`src/hdl/stip_pkg.sv`:
```
// stip_pkg: shared types, constants and helpers for the string-to-integer parser
// no dependencies; imported by stip_cfg, stip_step, string_to_integer_parser, stip_checker and the testbench
package stip_pkg;

  // default widths of the value accumulator and the character counter
  localparam int unsigned VALUE_WIDTH_DEF = 64;
  localparam int unsigned COUNT_WIDTH_DEF = 16;

  // payload widths of the result fields
  localparam int unsigned OUT_VALUE_W = 64;
  localparam int unsigned OUT_COUNT_W = 16;

  // parse phase codes
  localparam logic [1:0] PH_SPACE  = 2'd0;
  localparam logic [1:0] PH_PREFIX = 2'd1;
  localparam logic [1:0] PH_ZERO   = 2'd2;
  localparam logic [1:0] PH_DIGITS = 2'd3;

  // register indexes on the config port
  localparam logic REG_NUMBER_BASE = 1'b0;
  localparam logic REG_SIGNED_MODE = 1'b1;

  // register reset values
  localparam logic [4:0] NUMBER_BASE_RST = 5'd10;
  localparam logic       SIGNED_MODE_RST = 1'b1;

  // radix values used by prefix resolution
  localparam logic [4:0] BASE_AUTO = 5'd0;
  localparam logic [4:0] BASE_OCT  = 5'd8;
  localparam logic [4:0] BASE_DEC  = 5'd10;
  localparam logic [4:0] BASE_HEX  = 5'd16;

  // character codes
  localparam logic [7:0] CHAR_SPACE = 8'h20;
  localparam logic [7:0] CHAR_TAB   = 8'h09;
  localparam logic [7:0] CHAR_CR    = 8'h0D;
  localparam logic [7:0] CHAR_PLUS  = 8'h2B;
  localparam logic [7:0] CHAR_MINUS = 8'h2D;
  localparam logic [7:0] CHAR_ZERO  = 8'h30;
  localparam logic [7:0] CHAR_NINE  = 8'h39;
  localparam logic [7:0] CHAR_LA    = 8'h61;
  localparam logic [7:0] CHAR_LF    = 8'h66;
  localparam logic [7:0] CHAR_UA    = 8'h41;
  localparam logic [7:0] CHAR_UF    = 8'h46;
  localparam logic [7:0] CHAR_LX    = 8'h78;
  localparam logic [7:0] CHAR_UX    = 8'h58;

  // digit code for characters that are no digit; never below any 5-bit radix
  localparam logic [4:0] DIGIT_NONE = 5'h1F;

  typedef struct packed {
    logic [7:0] char_code;
    logic       start_of_string;
  } in_t;

  typedef struct packed {
    logic [OUT_VALUE_W-1:0] parsed_value;
    logic [OUT_COUNT_W-1:0] consumed_count;
  } out_t;

  typedef struct packed {
    logic [4:0] number_base;
    logic       signed_mode;
  } cfg_t;

  // parse control state
  typedef struct packed {
    logic [1:0] phase;
    logic       neg;
    logic [4:0] base;
    logic       fin;
  } ctl_t;

  // digit value of a character, DIGIT_NONE when it is no hex digit
  function automatic logic [4:0] digit_of(input logic [7:0] c);
    logic [7:0] d;
    d = 8'd0;
    if (c >= CHAR_ZERO && c <= CHAR_NINE) begin
      d = c - CHAR_ZERO;
      return d[4:0];
    end else if (c >= CHAR_LA && c <= CHAR_LF) begin
      d = c - CHAR_LA + 8'd10;
      return d[4:0];
    end else if (c >= CHAR_UA && c <= CHAR_UF) begin
      d = c - CHAR_UA + 8'd10;
      return d[4:0];
    end
    return DIGIT_NONE;
  endfunction

endpackage

```
`src/hdl/stip_cfg.sv`:
```
// stip_cfg: APB-style register file holding the radix and the signed mode
// depends on stip_pkg
module stip_cfg (
  input  logic          clk_i,
  input  logic          rst_ni,
  input  logic          psel,
  input  logic          penable,
  input  logic          pwrite,
  input  logic [2:0]    paddr,
  input  logic [31:0]   pwdata,
  output logic [31:0]   prdata,
  output logic          pready,
  output stip_pkg::cfg_t cfg_o
);
  import stip_pkg::*;

  logic [4:0] base_q, base_d;
  logic       sgn_q, sgn_d;
  logic       wr_en;

  assign pready = 1'b1;
  assign wr_en  = psel && penable && pwrite;

  // register write decode
  always_comb begin
    base_d = base_q;
    sgn_d  = sgn_q;
    if (wr_en) begin
      unique case (paddr[2])
        REG_NUMBER_BASE: base_d = pwdata[4:0];
        REG_SIGNED_MODE: sgn_d  = pwdata[0];
        default: ;
      endcase
    end
  end

  always_ff @(posedge clk_i or negedge rst_ni) begin
    if (!rst_ni) begin
      base_q <= NUMBER_BASE_RST;
      sgn_q  <= SIGNED_MODE_RST;
    end else begin
      base_q <= base_d;
      sgn_q  <= sgn_d;
    end
  end

  // register read decode
  always_comb begin
    unique case (paddr[2])
      REG_NUMBER_BASE: prdata = {27'd0, base_q};
      REG_SIGNED_MODE: prdata = {31'd0, sgn_q};
      default:         prdata = 32'd0;
    endcase
  end

  assign cfg_o.number_base = base_q;
  assign cfg_o.signed_mode = sgn_q;

endmodule

```
`src/hdl/stip_step.sv`:
```
// stip_step: next-state logic for one character: whitespace, sign, prefix and digits
// depends on stip_pkg; purely combinational, registered by the top level
module stip_step #(
  parameter int unsigned VALUE_WIDTH = stip_pkg::VALUE_WIDTH_DEF,
  parameter int unsigned COUNT_WIDTH = stip_pkg::COUNT_WIDTH_DEF
) (
  input  stip_pkg::in_t          in_i,
  input  stip_pkg::cfg_t         cfg_i,
  input  stip_pkg::ctl_t         ctl_i,
  input  logic [VALUE_WIDTH-1:0] acc_i,
  input  logic [COUNT_WIDTH-1:0] cnt_i,
  output stip_pkg::ctl_t         ctl_o,
  output logic [VALUE_WIDTH-1:0] acc_o,
  output logic [COUNT_WIDTH-1:0] cnt_o,
  output logic                   res_valid_o,
  output logic [VALUE_WIDTH-1:0] res_value_o,
  output logic [COUNT_WIDTH-1:0] res_count_o
);
  import stip_pkg::*;

  ctl_t                   cur_ctl;
  logic [VALUE_WIDTH-1:0] cur_acc;
  logic [COUNT_WIDTH-1:0] cur_cnt;
  logic [COUNT_WIDTH-1:0] cnt_inc1, cnt_inc2;
  logic [COUNT_WIDTH-1:0] dig_cnt, dig_cnt_inc;
  logic [4:0]             dig_base, digit, pre_base;
  logic                   take, prefix, is_ws, is_sign;
  logic [VALUE_WIDTH-1:0] mac;

  // a new string clears the parse state first
  always_comb begin
    cur_ctl = ctl_i;
    cur_acc = acc_i;
    cur_cnt = cnt_i;
    if (in_i.start_of_string) begin
      cur_ctl.phase = PH_SPACE;
      cur_ctl.neg   = 1'b0;
      cur_ctl.base  = cfg_i.number_base;
      cur_ctl.fin   = 1'b0;
      cur_acc       = '0;
      cur_cnt       = '0;
    end
  end

  // character classes
  assign digit   = digit_of(in_i.char_code);
  assign is_ws   = (in_i.char_code == CHAR_SPACE) ||
                   (in_i.char_code >= CHAR_TAB && in_i.char_code <= CHAR_CR);
  assign is_sign = (in_i.char_code == CHAR_PLUS) ||
                   (in_i.char_code == CHAR_MINUS && cfg_i.signed_mode);

  // saturating counter increments
  assign cnt_inc1    = (&cur_cnt) ? cur_cnt : cur_cnt + COUNT_WIDTH'(1);
  assign cnt_inc2    = (&cnt_inc1) ? cnt_inc1 : cnt_inc1 + COUNT_WIDTH'(1);
  assign dig_cnt_inc = (&dig_cnt) ? dig_cnt : dig_cnt + COUNT_WIDTH'(1);

  // radix once the prefix position is passed without a leading zero
  assign pre_base = (cur_ctl.base == BASE_AUTO) ? BASE_DEC : cur_ctl.base;

  // multiply-add of the accumulator by the selected radix
  assign mac = VALUE_WIDTH'(cur_acc * VALUE_WIDTH'(dig_base)) + VALUE_WIDTH'(digit);

  // phase sequencing
  always_comb begin
    ctl_o       = cur_ctl;
    acc_o       = cur_acc;
    cnt_o       = cur_cnt;
    res_valid_o = 1'b0;
    res_value_o = cur_acc;
    res_count_o = cur_cnt;
    take        = 1'b0;
    prefix      = 1'b0;
    dig_base    = cur_ctl.base;
    dig_cnt     = cur_cnt;
    if (!cur_ctl.fin) begin
      unique case (cur_ctl.phase)
        PH_SPACE: begin
          if (is_ws) begin
            cnt_o = cnt_inc1;
          end else if (is_sign) begin
            ctl_o.neg   = (in_i.char_code == CHAR_MINUS);
            ctl_o.phase = PH_PREFIX;
            cnt_o       = cnt_inc1;
          end else begin
            prefix = 1'b1;
          end
        end
        PH_PREFIX: begin
          prefix = 1'b1;
        end
        PH_ZERO: begin
          ctl_o.phase = PH_DIGITS;
          if (in_i.char_code == CHAR_LX || in_i.char_code == CHAR_UX) begin
            ctl_o.base = BASE_HEX;
            cnt_o      = cnt_inc2;
          end else begin
            if (cur_ctl.base == BASE_AUTO) begin
              ctl_o.base = BASE_OCT;
              dig_base   = BASE_OCT;
            end
            take    = 1'b1;
            dig_cnt = cnt_inc1;
          end
        end
        default: begin
          take = 1'b1;
        end
      endcase

      // leading zero may open a prefix, anything else resolves the radix
      if (prefix) begin
        if ((cur_ctl.base == BASE_AUTO || cur_ctl.base == BASE_HEX) &&
            in_i.char_code == CHAR_ZERO) begin
          ctl_o.phase = PH_ZERO;
        end else begin
          ctl_o.phase = PH_DIGITS;
          ctl_o.base  = pre_base;
          dig_base    = pre_base;
          take        = 1'b1;
        end
      end

      // digit accumulate or stop
      if (take) begin
        if (digit < dig_base) begin
          acc_o = mac;
          cnt_o = dig_cnt_inc;
        end else begin
          cnt_o       = dig_cnt;
          ctl_o.fin   = 1'b1;
          res_valid_o = 1'b1;
          res_value_o = cur_ctl.neg ? VALUE_WIDTH'(0) - cur_acc : cur_acc;
          res_count_o = dig_cnt;
        end
      end
    end
  end

endmodule

```
`src/hdl/string_to_integer_parser.sv`:
```
// Streaming string-to-integer parser, one character per transaction.
// Result path: a stop character goes through the input register, then the result register.
// Throughput: one character per cycle unless a blocked result stalls the input; the parse
// state loop through the VALUE_WIDTH by 5 bit multiply-add sets the cycle time.
// Reset: asynchronous, active low; parser idles until a start_of_string, radix 10,
// signed mode on. Depends on stip_pkg, stip_cfg and stip_step.
module string_to_integer_parser #(
  parameter int unsigned VALUE_WIDTH = stip_pkg::VALUE_WIDTH_DEF,
  parameter int unsigned COUNT_WIDTH = stip_pkg::COUNT_WIDTH_DEF
) (
  input  logic           clk_i,
  input  logic           rst_ni,
  input  logic           in_valid_i,
  input  stip_pkg::in_t  in_data_i,
  output logic           in_stall_o,
  output logic           out_valid_o,
  output stip_pkg::out_t out_data_o,
  input  logic           out_stall_i,
  input  logic           psel,
  input  logic           penable,
  input  logic           pwrite,
  input  logic [2:0]     paddr,
  input  logic [31:0]    pwdata,
  output logic [31:0]    prdata,
  output logic           pready
);
  import stip_pkg::*;

  cfg_t                   cfg;
  logic                   in_valid_q, in_valid_d;
  in_t                    in_q;
  ctl_t                   ctl_q, ctl_d;
  logic [VALUE_WIDTH-1:0] acc_q, acc_d;
  logic [COUNT_WIDTH-1:0] cnt_q, cnt_d;
  logic                   res_valid;
  logic [VALUE_WIDTH-1:0] res_value;
  logic [COUNT_WIDTH-1:0] res_count;
  logic                   out_valid_q, out_valid_d;
  out_t                   out_q;
  logic                   in_accept, step_fire, out_take;
  logic [VALUE_WIDTH+OUT_VALUE_W-1:0] val_ext;
  logic [COUNT_WIDTH+OUT_COUNT_W-1:0] cnt_ext;

  // config registers
  stip_cfg u_cfg (
    .clk_i   (clk_i),
    .rst_ni  (rst_ni),
    .psel    (psel),
    .penable (penable),
    .pwrite  (pwrite),
    .paddr   (paddr),
    .pwdata  (pwdata),
    .prdata  (prdata),
    .pready  (pready),
    .cfg_o   (cfg)
  );

  // handshakes: the buffered character moves on unless the result register is blocked
  assign out_take   = out_valid_q && !out_stall_i;
  assign step_fire  = in_valid_q && !(out_valid_q && out_stall_i);
  assign in_stall_o = in_valid_q && !step_fire;
  assign in_accept  = in_valid_i && !in_stall_o;

  // input register
  assign in_valid_d = in_accept || (in_valid_q && !step_fire);

  always_ff @(posedge clk_i or negedge rst_ni) begin
    if (!rst_ni) begin
      in_valid_q <= 1'b0;
    end else begin
      in_valid_q <= in_valid_d;
    end
  end

  always_ff @(posedge clk_i) begin
    if (in_accept) begin
      in_q <= in_data_i;
    end
  end

  // per-character next state
  stip_step #(
    .VALUE_WIDTH (VALUE_WIDTH),
    .COUNT_WIDTH (COUNT_WIDTH)
  ) u_step (
    .in_i        (in_q),
    .cfg_i       (cfg),
    .ctl_i       (ctl_q),
    .acc_i       (acc_q),
    .cnt_i       (cnt_q),
    .ctl_o       (ctl_d),
    .acc_o       (acc_d),
    .cnt_o       (cnt_d),
    .res_valid_o (res_valid),
    .res_value_o (res_value),
    .res_count_o (res_count)
  );

  // parse state registers
  always_ff @(posedge clk_i or negedge rst_ni) begin
    if (!rst_ni) begin
      ctl_q <= '{phase: PH_SPACE, neg: 1'b0, base: BASE_AUTO, fin: 1'b1};
      acc_q <= '0;
      cnt_q <= '0;
    end else if (step_fire) begin
      ctl_q <= ctl_d;
      acc_q <= acc_d;
      cnt_q <= cnt_d;
    end
  end

  // result fields at payload width
  assign val_ext = {{OUT_VALUE_W{1'b0}}, res_value};
  assign cnt_ext = {{OUT_COUNT_W{1'b0}}, res_count};

  // result register
  assign out_valid_d = (step_fire && res_valid) || (out_valid_q && !out_take);

  always_ff @(posedge clk_i or negedge rst_ni) begin
    if (!rst_ni) begin
      out_valid_q <= 1'b0;
    end else begin
      out_valid_q <= out_valid_d;
    end
  end

  always_ff @(posedge clk_i) begin
    if (step_fire && res_valid) begin
      out_q.parsed_value   <= val_ext[OUT_VALUE_W-1:0];
      out_q.consumed_count <= cnt_ext[OUT_COUNT_W-1:0];
    end
  end

  assign out_valid_o = out_valid_q;
  assign out_data_o  = out_q;

  // a finished parse gives no result until a new string starts
  a_idle_silent: assert property (@(posedge clk_i) disable iff (!rst_ni)
    (step_fire && ctl_q.fin && !in_q.start_of_string) |-> !res_valid)
    else $error("result produced while parser idle");

  // digit phase always runs with a resolved radix
  a_digits_base: assert property (@(posedge clk_i) disable iff (!rst_ni)
    (ctl_q.phase == PH_DIGITS) |-> (ctl_q.base != BASE_AUTO))
    else $error("digit phase with unresolved radix");

  // the zero lookahead phase only occurs for auto or hex radix
  a_zero_base: assert property (@(posedge clk_i) disable iff (!rst_ni)
    (ctl_q.phase == PH_ZERO) |-> (ctl_q.base == BASE_AUTO || ctl_q.base == BASE_HEX))
    else $error("zero lookahead with wrong radix");

  // a new result is never written over one that is still blocked
  a_no_overwrite: assert property (@(posedge clk_i) disable iff (!rst_ni)
    (out_valid_q && out_stall_i) |-> !(step_fire && res_valid))
    else $error("result register overwritten while stalled");

endmodule

```
`config.mk`:
```
export PLATFORM = sky130hd
export DESIGN_NAME = string_to_integer_parser
export DESIGN_NICKNAME = d
export VERILOG_FILES = /design/src/hdl/stip_pkg.sv /design/src/hdl/stip_cfg.sv /design/src/hdl/stip_step.sv /design/src/hdl/string_to_integer_parser.sv
export SDC_FILE = /design/constraint.sdc
export NUM_CORES = 1
export LEC_CHECK = 0
export CORE_ASPECT_RATIO = 0.6
export CORE_MARGIN = 1.5
export CORE_UTILIZATION = 54
export CTS_CLUSTER_SIZE = 8
export DETAILED_ROUTE_END_ITERATION = 8
export DONT_BUFFER_PORTS = 1
export GPL_TIMING_DRIVEN = 0
export PLACE_DENSITY_LB_ADDON = 0.12
export SYNTH_ARGS = -nofsm -noshare
export SYNTH_HDL_FRONTEND = slang
export SYNTH_SLANG_ARGS = --single-unit
```
`constraint.sdc`:
```
create_clock -name clk_i -period 7.4 [get_ports clk_i]
set_clock_uncertainty 0.05 [all_clocks]
set_input_delay 1.11 -clock clk_i [delete_from_list [all_inputs] [get_ports clk_i]]
set_output_delay 1.11 -clock clk_i [all_outputs]
set_load 0.05 [all_outputs]
```
; ---- After elaboration in Yosys (flattened, before gate mapping)
; Index checks and enable logic that the tools add are counted.
[op_classes]
muxes = 65
n_mul = 1
magnitude_cmp = 9
n_reduce_logical = 34
bitwise_logic = 1
n_eq_ne = 9
addsub = 10
[op_table]
columns = op, count
row1 = $mux 64, 8
row2 = $mux 16, 16
row3 = $mux 5, 16
row4 = $add 64x5->64, 1
row5 = $mul 64x5->64, 1
row6 = $pmux 32 s2, 1
row7 = $sub 1x64->64 const A, 1
row8 = $add 16x1->16 const B, 3
row9 = $reduce_and 16->1, 3
row10 = $eq 8x6->1 const B, 4
row11 = $pmux 16 s2, 1
row12 = $mux 9, 2
row13 = $eq 8x7->1 const B, 2
row14 = $ge 8x7->1 const B, 2
row15 = $le 8x7->1 const B, 2
row16 = $logic_and 1x1->1, 15
row17 = $mux 1, 15
row18 = $add 5x4->5 const B, 2
row19 = $sub 5x1->5 const B, 2
row20 = $ge 8x4->1 const B, 1
row21 = $ge 8x6->1 const B, 1
row22 = $le 8x4->1 const B, 1
row23 = $le 8x6->1 const B, 1
row24 = $logic_or 1x1->1, 6
row25 = 15 further kinds, 22
[totals]
inputBits = 51
ff_bits = 186
elab_cells = 143

; ---- Depth between registers and ports, before layout
[logic_depth]
ltp_word = 15
mapped_depth = 28

; ---- Modules after synthesis
; A second synthesis with hierarchy kept.
[hier_totals]
hier_cells = 2955
area_unflattened_um2 = 24335.8
[modules_own_cells]
columns = mod, cells_per_inst, n_inst, seq_area_each_um2, area_each_um2
row1 = stip_step, 2617, 1, 0.0, 17683.2
row2 = string_to_integer_parser, 288, 1, 4951.0, 6129.6
row3 = stip_cfg, 50, 1, 153.9, 523.0

; ---- Worst setup path before layout
; No wires, ideal clock.
[synth_path]
path_type = reg2reg
startpoint = reg in_q[0] (netlist name)
endpoint = reg acc_q[45]
path_slack_ns = 0.287
arrival_ns = 6.941
path_buffers = 10
path_stages_with_launch = 28
setup_ns = 0.122
synth_period_minus_slack_ns = 7.113
path_cell_list = edfxtp_1 buf_6 buf_2 clkbuf_1 clkbuf_1 buf_2 buf_1 clkbuf_1 clkbuf_1 clkbuf_1 nor2b_1 and2_1 fa_1 fa_1 inv_1 fa_1 inv_1 ha_1 clkbuf_1 nand2_1 nor4_1 nand3_1 a2111oi_0 o21bai_1 a21boi_0 o211ai_1 a21o_1 a32o_1
[synth_via]
elab_chain_cells = 14
word_cells_on_any_way = 30
classes_between = add/sub: 1 / mul: 1 / order compare: 1 / eq/ne: 3 / mux: 19 / reduce/logical: 5
[synth_lines]
columns = element, line_no
row1 = "start, declared", string_to_integer_parser.sv:31  ; in_t in_q;
row2 = "start signal, assigned", string_to_integer_parser.sv:77  ; in_q <= in_data_i;
row3 = $mux 9, stip_step.sv:35  ; if (in_i.start_of_string) begin
row4 = $logic_not 5->1, "stip_step.sv:58, stip_step.sv:97, stip_step.sv:112"
row5 = $mux 5, stip_step.sv:97  ; if (cur_ctl.base == BASE_AUTO) begin
row6 = $mux 5, stip_step.sv:93  ; if (in_i.char_code == CHAR_LX || in_i.char_code == CHAR_UX) begin
row7 = $mux 5, stip_step.sv:76  ; unique case (cur_ctl.phase)
row8 = $mux 5, stip_step.sv:112  ; if ((cur_ctl.base == BASE_AUTO || cur_ctl.base == BASE_HEX) &&
row9 = $mux 5, stip_step.sv:111  ; if (prefix) begin
row10 = $mux 5 (2 in series), stip_step.sv:75  ; if (!cur_ctl.fin) begin
row11 = $mul 64x5->64, stip_step.sv:61  ; assign mac = VALUE_WIDTH'(cur_acc * VALUE_WIDTH'(dig_base)) + VALUE_WIDTH'(digit);
row12 = $add 64x5->64, stip_step.sv:61
row13 = $mux 64, stip_step.sv:125  ; if (digit < dig_base) begin
row14 = $mux 64, stip_step.sv:124  ; if (take) begin
row15 = $mux 64 (*), stip_step.sv:75
row16 = "end signal, assigned", string_to_integer_parser.sv:103  ; acc_q <= '0;
row17 = "end signal, assigned", string_to_integer_parser.sv:107  ; acc_q <= acc_d;
row18 = "end, declared", string_to_integer_parser.sv:33  ; logic [VALUE_WIDTH-1:0] acc_q, acc_d;
; Every way passes the cells marked *; elsewhere a longest branch is shown, timed or not. The select of a mux whose other input is x is not followed.
; A chain may end at the register's enable or synchronous reset.

; ---- Worst setup path after layout
[layout_path]
startpoint = reg in_q[0] (netlist name)
endpoint = reg acc_q[55]
; The elaborated chain is that of the path after synthesis.

==> summary.md <==
| Metric | Value |
|---|---|
| Status | complete, but fails checks |
| Failing checks | max-capacitance violations, max-slew violations |
| Leakage power | 0.01144 µW |
| Final critical-path share of the clock period | 0.9966 |
| Area contributors post-synth | fa_1 15%, edfxtp_1 11%, dfrtp_1 9.8% |
| Via/cell ratio | about 6.6 |
| Slowest CP cell | fa_1 |
| Area delta synth->final | 9.668% |
| Min Tclk post-route | roughly 7.4 ns |
| Clk sinks | 186 |
| Syn Area/Cell | between 8 and 9 µm² |
| Final layout net count | approximately 3400 |
| Worst rel slew slack | -0.09725 |
| Num CTS Buffers | 17 |
| Fraction of registers with async set or reset after synthesis | 0.5215 |
| Yosys reg bits | 186 |
| DRC | 0 |
| Global-route wire length before repair | about 140 mm |
| Cell Pwr Density | around 240 nW/µm² |
| Setup WS pre-CTS | -3.705 ns |
| DR WL/cell | 27.33 µm |
| Total Routed Length | slightly below 100 mm |
| Worst-path fanout max | 10 |
| Final core occ | 0.6000 |
| Share of cells above drive strength 1 | 0.08979 |
| Worst setup EP type | register |
| Clk_lat worst skew | ~0.48 ns |
| Top cells by count, synth | 359 x nor2_1, 313 x inv_1, 264 x nand2_1, 183 x fa_1, 162 x o21ai_0 |
| Reg2reg start | in_q[0] |
| YS warnings | 0 |
| Post-synth top area cell | fa_1 |
| Top cell type's share of synthesized area | 0.1545 |
| Die X-Extent | 273.5 µm |
| Worst Hold Class | in -> async |
| Clk buf depth | 2 |
| Final Wtd Congestion | approximately 1.2 |
| Worst EP required | between 7 and 8 ns |
| IO Pins | between 150 and 200 |
| Core Area | 43330 µm² |
| Largest net degree at the start of global routing | slightly below 100 |
| Vias in the first global route | approximately 22000 |
| TritonRoute pass-1 iters | 9 |
| Most used DFF post-synth | dfrtp_1 |
| Peak VDD IR | 0.1576 mV |
| Global route total overflow | 0 |
| Worst setup SP type | register |
| Detail Route Antenna Nets | 0 |
| Most common cell in the netlist | nor2_1 |
| CP Class | reg -> reg |
| Vias | 23480 |
| GR Util All Layers | 0.4284 |
| Post-Syn Instances | approximately 2900 |
| CTS H-tree lvls | 4 |
| F_max | between 0.1 and 0.15 GHz |
| Tightest Pin Transition | 1.639 ns |
| Crit-path max cell delay | roughly 0.54 ns |
| Sequential share of the synthesized area | 0.2153 |
| FF-to-FF End | acc_q[55] |
| Initial antenna violation count | 6 |
| Final setup vio count | 0 |
| CP arrival | approximately 7.7 ns |
| CTS clk-pin slew, worst paths | about 0.090 ns |
| Die ar. | between 40000 and 50000 µm² |
| Cell variety after synth | just over 100 |
| Die H | roughly 170 µm |
| Fin. max-slew vios | 21 |
| Final Hold Viols | 0 |
| Initial Utilization | 0.5471 |
| Post-DP HPWL | just under 80 mm |
| Slack of the critical path | around 0.025 ns |
| Post-synthesis cell area | around 24000 µm² |
| Root Driver | clkbuf_16 |
| IO buf count | 0 |
| CTS Hold Buffers Added | 0 |
| CTS tree | built |
| Number of synthesized flops with an enable pin | between 80 and 90 |
| Row cnt | between 50 and 60 |
| 1st-iter DRT viols | 3741 |
| R2R cell count | 28 |
| R2R Setup Slk | roughly 0.025 ns |
| Max_cap viols | 2 |
[worst max-delay path by stage]
stage,startpoint,endpoint,slack (ns)
2_1_floorplan,in_q[0],acc_q[45],0.29
3_3_place_gp,in_q[0],acc_q[57],-4.44
3_5_place_dp,in_q[0],acc_q[60],-3.70
4_1_cts,in_q[0],acc_q[60],0.007
5_1_grt,in_q[1],acc_q[36],-0.09
6_report,in_q[0],acc_q[55],0.02
[cell families (layout without fill, tap and decap cells)]
family | after synthesis | count (layout) | synth area share
and+or+nand+nor | 1122 | 1122 | 0.2348
AOI/OAI and AO/OA | 622 | 622 | 0.1718
buffers and inverters | 514 | 552 | 0.08760
adders and majority gates | 320 | 320 | 0.2268
DFF | 186 | 186 | 0.2153
xor gates and xnor gates | 141 | 141 | 0.05209
muxes | 25 | 25 | 0.01124
other | 2 | 30 | 0.0003168
[flip-flops by register name, indices dropped and copies added (netlist names)]
signal,cells
acc_q,64
cnt_q,16
ctl_q,9
in_valid_q,1
out_data_o,80
out_valid_o,1
u_cfg.sgn_q,1
u_cfg.base_q,5
in_q,9
[routing by layer]
| metal | track usage | vias to the layer above | wire length, µm |
|---|---|---|---|
| li1 | - | 10010 | - |
| met1 | 0.6363 | 11500 | 42390 |
| met2 | 0.5139 | 1747 | 34730 |
| met3 | 0.2329 | 211 | 17740 |
| met4 | 0.1118 | 12 | 2601 |
| met5 | 0.007675 | - | 294 |
[worst max-delay path: cells and delay by family, from the launching register on]
kind                     cells  cell delay [ns]
AO/OA/AOI/OAI                5             1.00
buffers and inverters       13             2.63
adder cells (fa/ha/maj)      4             1.90
flip-flops                   1             0.37
AND/OR/NAND/NOR              6             1.24
[per-stage QoR]
| stage | instance area, µm² | hold WS [ns] | power [µW] | TNS, ns | std cells |
|---|---|---|---|---|---|
| floorplan | 23810 | 0.4273 | 3705 | 0 | 2958 |
| global placement | 24530 | 0.4849 | 4826 | -479.26 | 3537 |
| detailed placement | 24640 | 0.5004 | 4869 | -163.47 | 3543 |
| CTS | 25570 | 0.2568 | 5947 | 0 | 3574 |
| global route | 26000 | 0.2549 | 6400 | -0.3232 | 3575 |
| finish | 26000 | 0.2715 | 6241 | 0 | 3577 |
[timing repair]
action	in CTS	in global routing
endpoints found under the hold margin	0	0
buffers inserted	8	10
endpoints found under the setup margin	93	46
pin swaps	8	19
gates resized for setup	89	113
[report_power, final]
group          switching, µW  internal [µW]
sequential               625           1360
combinational           2340            913
clock                    513            490
[layout by cell type, fill, tap and decap left out, drive strengths merged, types with 15 or more instances in the layout]
cell / netlist / routed
nand4: 26 / 26
fa: 183 / 183
conb: 2 / 28
nor4: 23 / 23
nand3: 40 / 40
nor2: 359 / 359
inv: 313 / 322
nor3: 53 / 53
and3: 23 / 23
a21o: 42 / 42
o21a: 15 / 15
ha: 137 / 137
and2: 127 / 127
nand2b: 28 / 28
o31ai: 28 / 28
o22ai: 15 / 15
a31oi: 24 / 24
edfxtp: 89 / 89
dfrtp: 93 / 93
nand2: 265 / 265
o211ai: 29 / 29
a21oi: 144 / 144
xor2: 60 / 60
nor2b: 81 / 81
o21bai: 15 / 15
clkbuf: 154 / 146
xnor2: 81 / 81
o21ai: 168 / 168
or3: 32 / 32
buf: 47 / 79
[cell type report]
type	instances	area, µm²
sequential	186	5106
buffer	183	1007
clock buffer	18	439.2
multi-input combinational	2258	17150
timing repair buffer	24	239.0
antenna	2	5.005
tap	579	724.4
fill	3908	17330
inverter	313	1179
clock inverter	14	148.9
Note: power is estimated with default switching activity, not from simulation.
